--- config.mk ---
export PLATFORM = sky130hd
export DESIGN_NAME = akf_ctrl
export DESIGN_NICKNAME = d
export VERILOG_FILES = /design/src/rtl/core/akf_pkg.sv /design/src/rtl/core/akf_ctrl.sv
export SDC_FILE = /design/constraint.sdc
export NUM_CORES = 1
export LEC_CHECK = 0
export BUFFER_PORTS_ARGS = -buffer_cell sky130_fd_sc_hd__buf_4
export CAP_MARGIN = 20
export CORE_UTILIZATION = 43
export CTS_CLUSTER_DIAMETER = 80
export CTS_CLUSTER_SIZE = 20
export DETAILED_ROUTE_END_ITERATION = 12
export PLACE_DENSITY = 0.78
export RECOVER_POWER = 100
export SETUP_SLACK_MARGIN = 0.02
export SYNTH_ARGS = -nofsm -noshare
export SYNTH_HDL_FRONTEND = slang
export SYNTH_SLANG_ARGS = --single-unit
--- constraint.sdc ---
create_clock -name clk -period 1.5 [get_ports clk]
set_input_delay 0.15 -clock clk [delete_from_list [all_inputs] [get_ports clk]]
set_output_delay 0.15 -clock clk [all_outputs]
set_load 0.05 [all_outputs]
--- src/rtl/core/akf_pkg.sv ---
// ----------------------------------------------------------------------------
// akf_pkg
// Shared types, codes and saturation helpers of the angle/speed Kalman filter.
// ----------------------------------------------------------------------------
package akf_pkg;

  localparam int unsigned WARMUP_ITEMS_DEF = 1;
  localparam int unsigned CFG_IDX_W        = 2;
  localparam int unsigned CFG_DATA_W       = 31;

  localparam logic [15:0] DT_RESET = 16'd655;
  localparam logic [30:0] QA_RESET = 31'd655;
  localparam logic [30:0] QS_RESET = 31'd655;
  localparam logic [30:0] R_RESET  = 31'd65536;

  typedef enum logic [CFG_IDX_W-1:0] {
    REG_TIME_STEP   = 2'd0,
    REG_NOISE_ANGLE = 2'd1,
    REG_NOISE_SPEED = 2'd2,
    REG_MEAS_NOISE  = 2'd3
  } reg_idx_t;

  // Multiply steps of one corrected item, in issue order
  typedef enum logic [3:0] {
    S_AP1 = 4'd0,  S_AP2 = 4'd1,  S_SP  = 4'd2,  S_N1  = 4'd3,
    S_N2  = 4'd4,  S_N3  = 4'd5,  S_N4  = 4'd6,  S_KA  = 4'd7,
    S_KS  = 4'd8,  S_P0  = 4'd9,  S_P1  = 4'd10, S_P2  = 4'd11,
    S_P3  = 4'd12
  } step_t;

  typedef struct packed {
    logic signed [31:0] measured_angle;
    logic signed [31:0] acceleration;
  } in_item_t;

  typedef struct packed {
    logic signed [31:0] angle_estimate;
    logic signed [31:0] speed_estimate;
    logic               corrected;
  } out_item_t;

  typedef struct packed {
    logic  load;
    logic  mul_go;
    logic  post;
    step_t step;
    logic  div_go;
    logic  div_sel;
    logic  div_post;
    logic  gain_zero;
    logic  out_load;
    logic  corrected;
  } akf_cmd_t;

  typedef struct packed {
    logic mul_done;
    logic div_done;
    logic den_zero;
  } akf_sts_t;

  function automatic logic signed [31:0] sat32(input logic signed [43:0] v);
    logic signed [43:0] hi;
    logic signed [43:0] lo;
    hi = 44'sd2147483647;
    lo = -44'sd2147483648;
    if (v > hi) return 32'sh7fffffff;
    else if (v < lo) return 32'sh80000000;
    else return v[31:0];
  endfunction

  function automatic logic signed [39:0] sat40(input logic signed [43:0] v);
    logic signed [43:0] hi;
    logic signed [43:0] lo;
    hi = 44'sd549755813887;
    lo = -44'sd549755813888;
    if (v > hi) return 40'sh7fffffffff;
    else if (v < lo) return 40'sh8000000000;
    else return v[39:0];
  endfunction

endpackage

--- src/rtl/core/akf_ctrl.sv ---
// ----------------------------------------------------------------------------
// akf_ctrl
// Sequencer: warm-up count, multiply/divide step order, output handshake.
// ----------------------------------------------------------------------------
module akf_ctrl #(
  parameter int unsigned WARMUP_ITEMS = akf_pkg::WARMUP_ITEMS_DEF
) (
  input  logic              clk,
  input  logic              rst_n,
  input  logic              in_valid,
  output logic              in_ready,
  output logic              out_valid,
  input  logic              out_ready,
  input  akf_pkg::akf_sts_t sts,
  output akf_pkg::akf_cmd_t cmd
);

  localparam int unsigned WCW = $clog2(WARMUP_ITEMS + 1);

  typedef enum logic [2:0] {
    ST_IDLE, ST_MUL, ST_MWAIT, ST_DGO, ST_DWAIT, ST_OUT
  } state_t;

  state_t          state_r, state_nxt;
  akf_pkg::step_t  step_r, step_nxt;
  logic            div_sel_r, div_sel_nxt;
  logic            corr_r, corr_nxt;
  logic            out_valid_r, out_valid_nxt;
  logic [WCW-1:0]  warm_r, warm_nxt;

  always_comb begin
    state_nxt   = state_r;
    step_nxt    = step_r;
    div_sel_nxt = div_sel_r;
    corr_nxt    = corr_r;
    warm_nxt    = warm_r;
    cmd         = '0;
    cmd.step    = step_r;
    cmd.div_sel = div_sel_r;
    cmd.corrected = corr_r;
    unique case (state_r)
      ST_IDLE: begin
        if (in_valid) begin
          cmd.load = 1'b1;
          if (warm_r < WCW'(WARMUP_ITEMS)) begin
            warm_nxt  = warm_r + WCW'(1);
            corr_nxt  = 1'b0;
            state_nxt = ST_OUT;
          end else begin
            corr_nxt  = 1'b1;
            step_nxt  = akf_pkg::S_AP1;
            state_nxt = ST_MUL;
          end
        end
      end
      ST_MUL: begin
        cmd.mul_go = 1'b1;
        state_nxt  = ST_MWAIT;
      end
      ST_MWAIT: begin
        if (sts.mul_done) begin
          cmd.post = 1'b1;
          if (step_r == akf_pkg::S_N4) begin
            div_sel_nxt = 1'b0;
            state_nxt   = ST_DGO;
          end else if (step_r == akf_pkg::S_P3) begin
            state_nxt = ST_OUT;
          end else begin
            step_nxt  = akf_pkg::step_t'(step_r + 4'd1);
            state_nxt = ST_MUL;
          end
        end
      end
      ST_DGO: begin
        if (sts.den_zero) begin
          cmd.gain_zero = 1'b1;
          step_nxt      = akf_pkg::S_KA;
          state_nxt     = ST_MUL;
        end else begin
          cmd.div_go = 1'b1;
          state_nxt  = ST_DWAIT;
        end
      end
      ST_DWAIT: begin
        if (sts.div_done) begin
          cmd.div_post = 1'b1;
          if (!div_sel_r) begin
            div_sel_nxt = 1'b1;
            state_nxt   = ST_DGO;
          end else begin
            step_nxt  = akf_pkg::S_KA;
            state_nxt = ST_MUL;
          end
        end
      end
      ST_OUT: begin
        if (!out_valid_r || out_ready) begin
          cmd.out_load = 1'b1;
          state_nxt    = ST_IDLE;
        end
      end
      default: state_nxt = ST_IDLE;
    endcase
    out_valid_nxt = cmd.out_load ? 1'b1 : (out_ready ? 1'b0 : out_valid_r);
  end

  always_ff @(posedge clk) begin
    if (!rst_n) begin
      state_r     <= ST_IDLE;
      step_r      <= akf_pkg::S_AP1;
      div_sel_r   <= 1'b0;
      corr_r      <= 1'b0;
      out_valid_r <= 1'b0;
      warm_r      <= '0;
    end else begin
      state_r     <= state_nxt;
      step_r      <= step_nxt;
      div_sel_r   <= div_sel_nxt;
      corr_r      <= corr_nxt;
      out_valid_r <= out_valid_nxt;
      warm_r      <= warm_nxt;
    end
  end

  assign in_ready  = (state_r == ST_IDLE);
  assign out_valid = out_valid_r;

  a_one_item: assert property (@(posedge clk) disable iff (!rst_n)
    (in_valid && in_ready) |=> !in_ready)
    else $error("second item taken while one is in flight");

  a_corr_after_warm: assert property (@(posedge clk) disable iff (!rst_n)
    (cmd.out_load && cmd.corrected) |-> (warm_r == WCW'(WARMUP_ITEMS)))
    else $error("corrected result during warm-up");

  a_out_shown: assert property (@(posedge clk) disable iff (!rst_n)
    cmd.out_load |=> out_valid)
    else $error("loaded result not presented");

  a_mul_wait: assert property (@(posedge clk) disable iff (!rst_n)
    sts.mul_done |-> (state_r == ST_MWAIT))
    else $error("multiplier finished outside its wait state");

endmodule

**Word level (Yosys, flattened, before mapping)**

Index checks and enable logic that the tools add are counted.

- Flip-flop bits (word level): 11
- Bits in latches: 0
- Bits in writable memories: 0
- Memory bits (read-only): 0
- Output and inout port bits: 15
- Word-level logic and storage cells: 76
- Memories kept: 0

- $add $sub $neg: 2
- $mul: 0
- Div/mod/pow operators: 0
- $lt $le $gt $ge: 1
- Equal/unequal tests: 17
- Shift operators: 0
- Mux-type cells: 39
- Bitwise gates (word level): 0
- Reduce and logical (&&, ||, !) cells: 11

Operator list:

| cell | number |
|---|---|
| two-way mux 4 bit | 8 |
| two-way mux 3 bit | 8 |
| != test 2 bit, second input constant | 10 |
| two-way mux 1 bit | 19 |
| case mux 3 bit (6 select lines) | 1 |
| case mux 4 bit (4 select lines) | 1 |
| AND reduction 9 bit | 1 |
| AND reduction 4 bit | 2 |
| equality test 3 x 2 -> 1 bit, second input constant | 2 |
| equality test 3 bit, second input constant | 2 |
| adder 4 x 1 -> 4 bit, second input constant | 1 |
| equality test 4 x 3 -> 1 bit, second input constant | 1 |
| equality test 4 bit, second input constant | 1 |
| nonzero test 2 bit | 2 |
| nonzero test 4 bit | 1 |
| equality test 3 x 1 -> 1 bit, second input constant | 1 |
| zero test 3 bit | 1 |
| AND reduction 3 bit | 1 |
| two-way mux 2 bit | 1 |
| case mux 1 bit (2 select lines) | 1 |
| AND reduction 2 bit | 1 |
| adder 1 bit, second input constant | 1 |
| zero test 1 bit | 1 |
| logical OR 1 bit | 1 |
| less-than comparator 1 bit, second input constant | 1 |

**Depth between registers and ports, before layout**

Gate-level depths: netlist of run 1.

- Word-level depth: 5
- Gate-level depth with buffers: 6
- Depth with buffers taken out: 6

**Worst setup path after synthesis of run 1**

Ideal clock, no wire load.

- Kind: reg2reg
- Start point: register state_r[2]
- End point: register state_r[1]
- Library setup time: 0.072 ns
- Arrival: 2.195 ns
- Required time: 1.428 ns
- Path slack: -0.767 ns
- Stages on the path, launching flop included: 6
- Path buffers: 2
- Cells stage by stage: dfxtp_1 buf_4 buf_2 nor3b_1 o211ai_1 a21oi_1

- Word-level cells in the longest chain between the ends: 3

RTL lines:

| what | RTL line | RTL |
|---|---|---|
| start: declaration | akf_ctrl.sv:24 | `state_t state_r, state_nxt;` |
| start signal: assignment | akf_ctrl.sv:116 | `state_r <= state_nxt;` |
| equality test 3 bit (tied with other cells) | akf_ctrl.sv:41 | `unique case (state_r)` |
| != test 2 bit (no line) | - |  |
| AND reduction 4 bit (no line) | - |  |

Parallel ways exist; a longest one is shown, timed or not.
A chain may end at the register's enable or synchronous reset.

**Worst setup path after layout of run 1**

- Start point: register state_r[1]
- End point: register step_r[0]

- Word-level cells in the longest chain between the ends: 3

RTL lines:

| what | RTL line | RTL |
|---|---|---|
| equality test 3 x 2 -> 1 bit (tied with other cells) | akf_ctrl.sv:41 |  |
| != test 2 bit (no line) or nonzero test 4 bit (tied branches) | - |  |
| AND reduction 9 bit (no line) | - |  |
| end signal: assignment | akf_ctrl.sv:110 | `step_r <= akf_pkg::S_AP1;` |
| end signal: assignment | akf_ctrl.sv:117 | `step_r <= step_nxt;` |
| end: declaration | akf_ctrl.sv:25 | `akf_pkg::step_t step_r, step_nxt;` |

Parallel ways exist; a longest one is shown, timed or not.

==> flow_summary.ini, run 1 <==
[status]
outcome = finished, violations left
failed_checks = negative setup slack

[setup_path]
r2r_end = step_r[0]
crit_chain = or3b_4, buf_4, o22a_1, a31oi_1, a211oi_2
path_class = flop to flop
slowest_stage = or3b_4
worst_path_largest_cell_delay_ns = 0.43
worstReg2RegStart = state_r[1]
cp-end-kind = flop
arrival_ns = 1.78
reg2reg_setup_slack_ns = -0.12
reg2reg_depth = 5
start_kind = flop
critPathMaxFanout = 6
cp.required_ns = 1.66

[sta]
finalCritPeriodShare_pct = 108
rsz0062_at_grt = true
worstMarginPinSlew_ns = 0.612
clock_skew_ns = 0.00384
worst_hold_slack_ns = 0.105
hold_violations = 0
setup_ws_ns = -0.121
slew_violations = 0
setup_violations = 9
setup_tns_ns = -0.623
timing.fmax_mhz = 617
maxSlewHeadroom_pct = 59.4
finalCriticalPeriod_ns = 1.62

[logic_synthesis]
synth_simple_gate_area_share_pct = 31.7
synth_xor_area_share_pct = 0
synth-compound-area-share_pct = 24.7
async_flop_share_pct = 0
yosysTopAreaCellShare_pct = 26.8
synthCells = 99
synth_top_area_cell = dfxtp_1
ys_ff_latch = 11
muxShareOfSynthArea_pct = 2.44
syn_avg_cell_area_um2 = 8.29
yosysSeqAreaShare_pct = 26.8
syn_nets = 109
synth_fa_ha_area_share_pct = 4.57
synth_cell_types = 39
synth_top_family_by_area = simple AND/OR/NAND/NOR gates
synthFlopType = dfxtp_1
synth_area_um2 = 821
synth_edf_count = 0
yosysWarnings = 0
synthTopCellsByArea = dfxtp_1 (27%), ha_1 (4.6%), nor2_1 (4.6%), a21oi_1 (4.3%), buf_4 (3.7%)

[layout]
multi_input_area_um2 = 641
seq_area_um2 = 239
instances_no_fill = 167
diodes = 0
fin_nets = 153
syn_to_final_growth_pct = 65.1
drive_gt1_share_pct = 55.6
fillCellCount = 123

[floorplanning]
die_y_um = 45.7
fp.dieArea_um2 = 2090
ios = 22
row_count = 15
core_area_um2 = 1760
start_util_pct = 46.5
die_x_um = 45.7

[route]
wirelength_met1_mm = 1.19
route.met3.wl_um = 122
dr.max_layer_used = met4
viasPerCell = 5.75
dr.pass1.iters = 4
ant_nets = 0
drc_errors = 0
wl_mm = 2.71
drt_iter0_markers = 21
wl_per_cell_um = 16.3
dr_total_vias = 961
wl_met2_mm = 1.35

[clock_network]
cts_tree = built
cts.clk_slew.worst_paths_ns = 0.08
holdBufCountCts = 0
clockBufferDepth = 2
numCtsBuffers = 3
cts_sinks = 11
htree_levels = 1
cts-root-buf = clkbuf_4
clk_latency_ns = 0.28

[power_and_ir_drop]
p_switching_w = 0.00150
clkPwrFrac_pct = 7.1
p_comb_share_pct = 76.1
leakagePower_nw = 0.548
switching_share_pct = 48.6
intPower_w = 0.00159
p_seq_share_pct = 16.8
vdd_ir_drop_max_mv = 1.60
power_density_nw_per_um2 = 2280

[grt]
grt_util_all_layers_pct = 25.5
grt_pass1_wl_mm = 3.88
grt_overflow_total = 0
antenna_found_initial = 0
grt_max_degree = 11
grt_pass1_vias = 854

[place]
place.gp.congestion = 0.875
hpwl_mm = 1.64
dp.cells = 149
port_buffers = 21

[worst_hold_path]
hold_start = rst_n
hold_end = div_sel_r
hold_depth = 2
hold_class = input port to flop

[flow_run]
maxCapViolations = 0
[cell usage after synthesis (3+ instances only)]
| master | n |
|---|---|
| dfxtp_1 | 11 |
| nor2_1 | 10 |
| a21oi_1 | 7 |
| a31oi_1 | 4 |
| buf_2 | 4 |
| buf_4 | 4 |
| inv_1 | 4 |
| nand2_1 | 4 |
| nand3b_1 | 4 |
| nor4_1 | 4 |
| a211oi_1 | 3 |
| ha_1 | 3 |
| nand2b_1 | 3 |
| nor3b_1 | 3 |
[area by class of cell]
class	instances	area share (%)
clock buffers	4	1.94
inverters	5	1.57
multi-input cells	74	47.3
flip-flops and latches	11	17.6
well taps	25	2.31
repair buffers	48	29.3
[sequential cells by signal, indices dropped and copies added (netlist names)]
signal	count
step_r	4
div_sel_r	1
state_r	3
out_valid	1
warm_r	1
corr_r	1
[how the worst max path moves through the flow]
stage,to,cells past startpoint,slack [ns],start
after floorplan,corr_r,5,-0.15,state_r[1]
after global placement,step_r[0],6,0.01,step_r[0]
after detailed placement,step_r[0],6,-0.06,state_r[2]
after CTS,cmd[3],4,-0.09,state_r[1]
after global routing,step_r[0],5,-0.14,state_r[0]
final,step_r[0],5,-0.12,state_r[1]
[worst max-delay path, delay by kind of cell (launching register included)]
family / cells / cell delay (ns)
AO/OA/AOI/OAI: 3 / 0.53
AND/OR/NAND/NOR: 1 / 0.43
flip-flops: 1 / 0.37
buffers and inverters: 1 / 0.16
[cells by family after synthesis]
| family | Yosys count |
|---|---|
| DFF | 11 |
| buffers and inverters | 14 |
| AOI/OAI and AO/OA | 28 |
| muxes | 2 |
| and+or+nand+nor | 41 |
| adders and majority gates | 3 |
[metal layers]
layer	up-vias	global-route usage, %
met5	-	0
met4	0	10.6
met3	8	2.78
met2	33	39.7
met1	469	35.7
li1	451	-
[power groups by stage]
stage / sequential, W / clock (W) / combinational (W)
3_5_place_dp: 0.000493 / 0 / 0.00174
2_1_floorplan: 0.000558 / 0 / 0.00125
5_1_grt: 0.000532 / 0.000235 / 0.00247
3_3_place_gp: 0.000487 / 0 / 0.00170
4_1_cts: 0.000502 / 0.000212 / 0.00212
6_report: 0.000520 / 0.000218 / 0.00235
[stage by stage]
step / worst slack, ns / power [W] / utilization [%] / cell area (µm²)
after floorplan: -0.149 / 0.00181 / - / 891
after global placement: 0.00992 / 0.00219 / 62.6 / 1100
after detailed placement: -0.0593 / 0.00223 / 62.6 / 1100
after CTS: -0.0918 / 0.00283 / 72.6 / 1280
after global routing: -0.145 / 0.00323 / 76.8 / 1360
final: -0.121 / 0.00309 / 76.8 / 1360
[placed cells by master (no fill, tap or decap), types with 2 or more instances in the layout]
cell       count
a211oi_2       3
a21oi_1        7
a31oi_1        4
buf_4         33
buf_6          9
buf_8          2
clkbuf_1       3
clkbuf_2       2
clkbuf_4       3
dfxtp_1        6
dfxtp_4        5
ha_1           2
inv_1          2
mux2i_1        2
nand2_1        4
nand2b_1       3
nand3b_1       4
nor2_1         8
nor3b_4        3
nor4_2         2
o2bb2ai_1      2
[what timing repair did]
action,4_1_cts,5_1_grt
buffers inserted,9,5
hold endpoints to repair,0,0
resized for setup,20,12
setup endpoints to repair,8,13
gates cloned,0,0
pin swaps,10,7
(Power assumes the default switching activity.)
==> run 2, diff against run 1 <==
--- a/config.mk
+++ b/config.mk
@@ -13,6 +13,7 @@
 export DETAILED_ROUTE_END_ITERATION = 12
 export PLACE_DENSITY = 0.78
 export RECOVER_POWER = 100
+export REMOVE_ABC_BUFFERS = 1
 export SETUP_SLACK_MARGIN = 0.02
 export SYNTH_ARGS = -nofsm -noshare
 export SYNTH_HDL_FRONTEND = slang
==> flow_summary.ini, run 2 (synthesized netlist as in run 1, its figures left out) <==
[status]
outcome = finished, violations left
failed_checks = negative setup slack

[sta]
timing.fmax_mhz = 633
setup_ws_ns = -0.0794
finalCriticalPeriod_ns = 1.58
finalCritPeriodShare_pct = 105
setup_tns_ns = -0.443
clock_skew_ns = 0.00605
setup_violations = 8
hold_violations = 0
worstMarginPinSlew_ns = 0.611
maxSlewHeadroom_pct = 59.4
slew_violations = 0
rsz0062_at_grt = true

[place]
place.gp.congestion = 0.849
hpwl_mm = 1.61
port_buffers = 21
dp.cells = 151

[clock_network]
clockBufferDepth = 2
numCtsBuffers = 3
cts-root-buf = clkbuf_4
cts_tree = built
clk_latency_ns = 0.28
holdBufCountCts = 0
cts.clk_slew.worst_paths_ns = 0.08
htree_levels = 1
cts_sinks = 11

[worst_hold_path]
hold_class = input port to flop
hold_start = rst_n

[setup_path]
worstReg2RegStart = step_r[0]
worst_path_dominant_cell_family = simple AND/OR/NAND/NOR gates
cp_common_cell = buf_6
crit_buf_inv = 2
cp.required_ns = 1.35
slowest_stage = dfxtp_4
arrival_ns = 1.43
startpoint = state_r[0]
path_class = flop to output pin
start_kind = flop
cp-end-kind = output pin
crit_chain = buf_6, or2_4, nor3b_4, buf_6
worst_path_largest_cell_delay_ns = 0.37
critPathMaxFanout = 6

[floorplanning]
row_count = 15
die_x_um = 45.7
die_y_um = 45.7
ios = 22
core_area_um2 = 1760
start_util_pct = 46.5
fp.dieArea_um2 = 2090

[power_and_ir_drop]
total_power_w = 0.00314
power_density_nw_per_um2 = 2300
leakagePower_nw = 0.546
vdd_ir_drop_max_mv = 1.30

[layout]
diodes = 0
instances_no_fill = 168
reg.largest.list = step_r (4), state_r (3)
mostFrequentLayoutCell = buf_4
fin_nets = 154
most-common-layout-cells = buf_4 (30), buf_6 (9), nor2_1 (8)
largest_register_ffs = 4
drive_gt1_share_pct = 55.2
largest_register = step_r
syn_to_final_growth_pct = 66.2

[flow_run]
maxCapViolations = 0

[grt]
grt_pass1_wl_mm = 3.82
grt_pass1_vias = 847
antenna_found_initial = 0
grt_util_all_layers_pct = 26.5
grt_overflow_total = 0
grt_max_degree = 11

[route]
viasPerCell = 5.57
wl_per_cell_um = 15.9
wl_mm = 2.68
ant_nets = 0
drt_iter0_markers = 30
dr.pass1.iters = 4
drc_errors = 0
dr_total_vias = 935
[run 2: changes by cell type in the layout (fill, tap and decap cells not counted), sizes merged]
cell and delta:
clkbuf +4, buf -3
[run 2: through the flow]
step / cell area, µm² / util [%] / hold WS [ns] / worst slack (ns)
detailed placement: 1060 / 60.1 / 0.402 / -0.157
global route: 1360 / 77.3 / 0.120 / -0.118
floorplan: 759 / - / 0.268 / -0.694
CTS: 1280 / 72.8 / 0.113 / -0.0668
finish: 1360 / 77.3 / 0.114 / -0.0794
global placement: 1060 / 60.1 / 0.387 / -0.0871
[run 2: metal layers]
| metal | vias up | part of all wire (%) | GRT usage [%] | routed length [µm] |
|---|---|---|---|---|
| met5 | - | 0 | 0 | 0 |
| li1 | 447 | - | - | - |
| met3 | 12 | 4.3 | 2.78 | 115 |
| met2 | 38 | 54 | 47.4 | 1440 |
| met4 | 0 | 2.8 | 13.5 | 74 |
| met1 | 438 | 39 | 30.8 | 1050 |
[run 2: final cells by class]
| class | count | area [µm²] |
|---|---|---|
| clock buffers | 4 | 26.3 |
| repair buffers | 49 | 392 |
| flip-flops and latches | 11 | 234 |
| well taps | 25 | 31.3 |
| inverters | 5 | 18.8 |
| multi-input cells | 74 | 662 |
| fillers | 136 | 400 |
[run 2: power breakdown]
| group | internal (W) | leakage [nW] | switching, W |
|---|---|---|---|
| sequential | 0.000400 | 0.0927 | 0.000117 |
| clock | 0.000103 | 0.0150 | 0.000121 |
| combinational | 0.00111 | 0.439 | 0.00129 |
| total | 0.00161 | 0.546 | 0.00153 |
[run 2: worst paths after layout]
path | end | slack (ns) | depth (start not counted)
max | cmd[12] | -0.08 | 4
max reg2reg | step_r[2] | -0.08 | 6
min reg2reg | out_valid | 0.52 | 2
min | div_sel_r | 0.11 | 2
[run 2: repair_timing]
item	CTS	global route
gates cloned	0	0
pin swaps	10	13
hold endpoints to repair	0	0
setup buffers	8	5
endpoints found under the setup margin	13	16
resized for setup	34	18
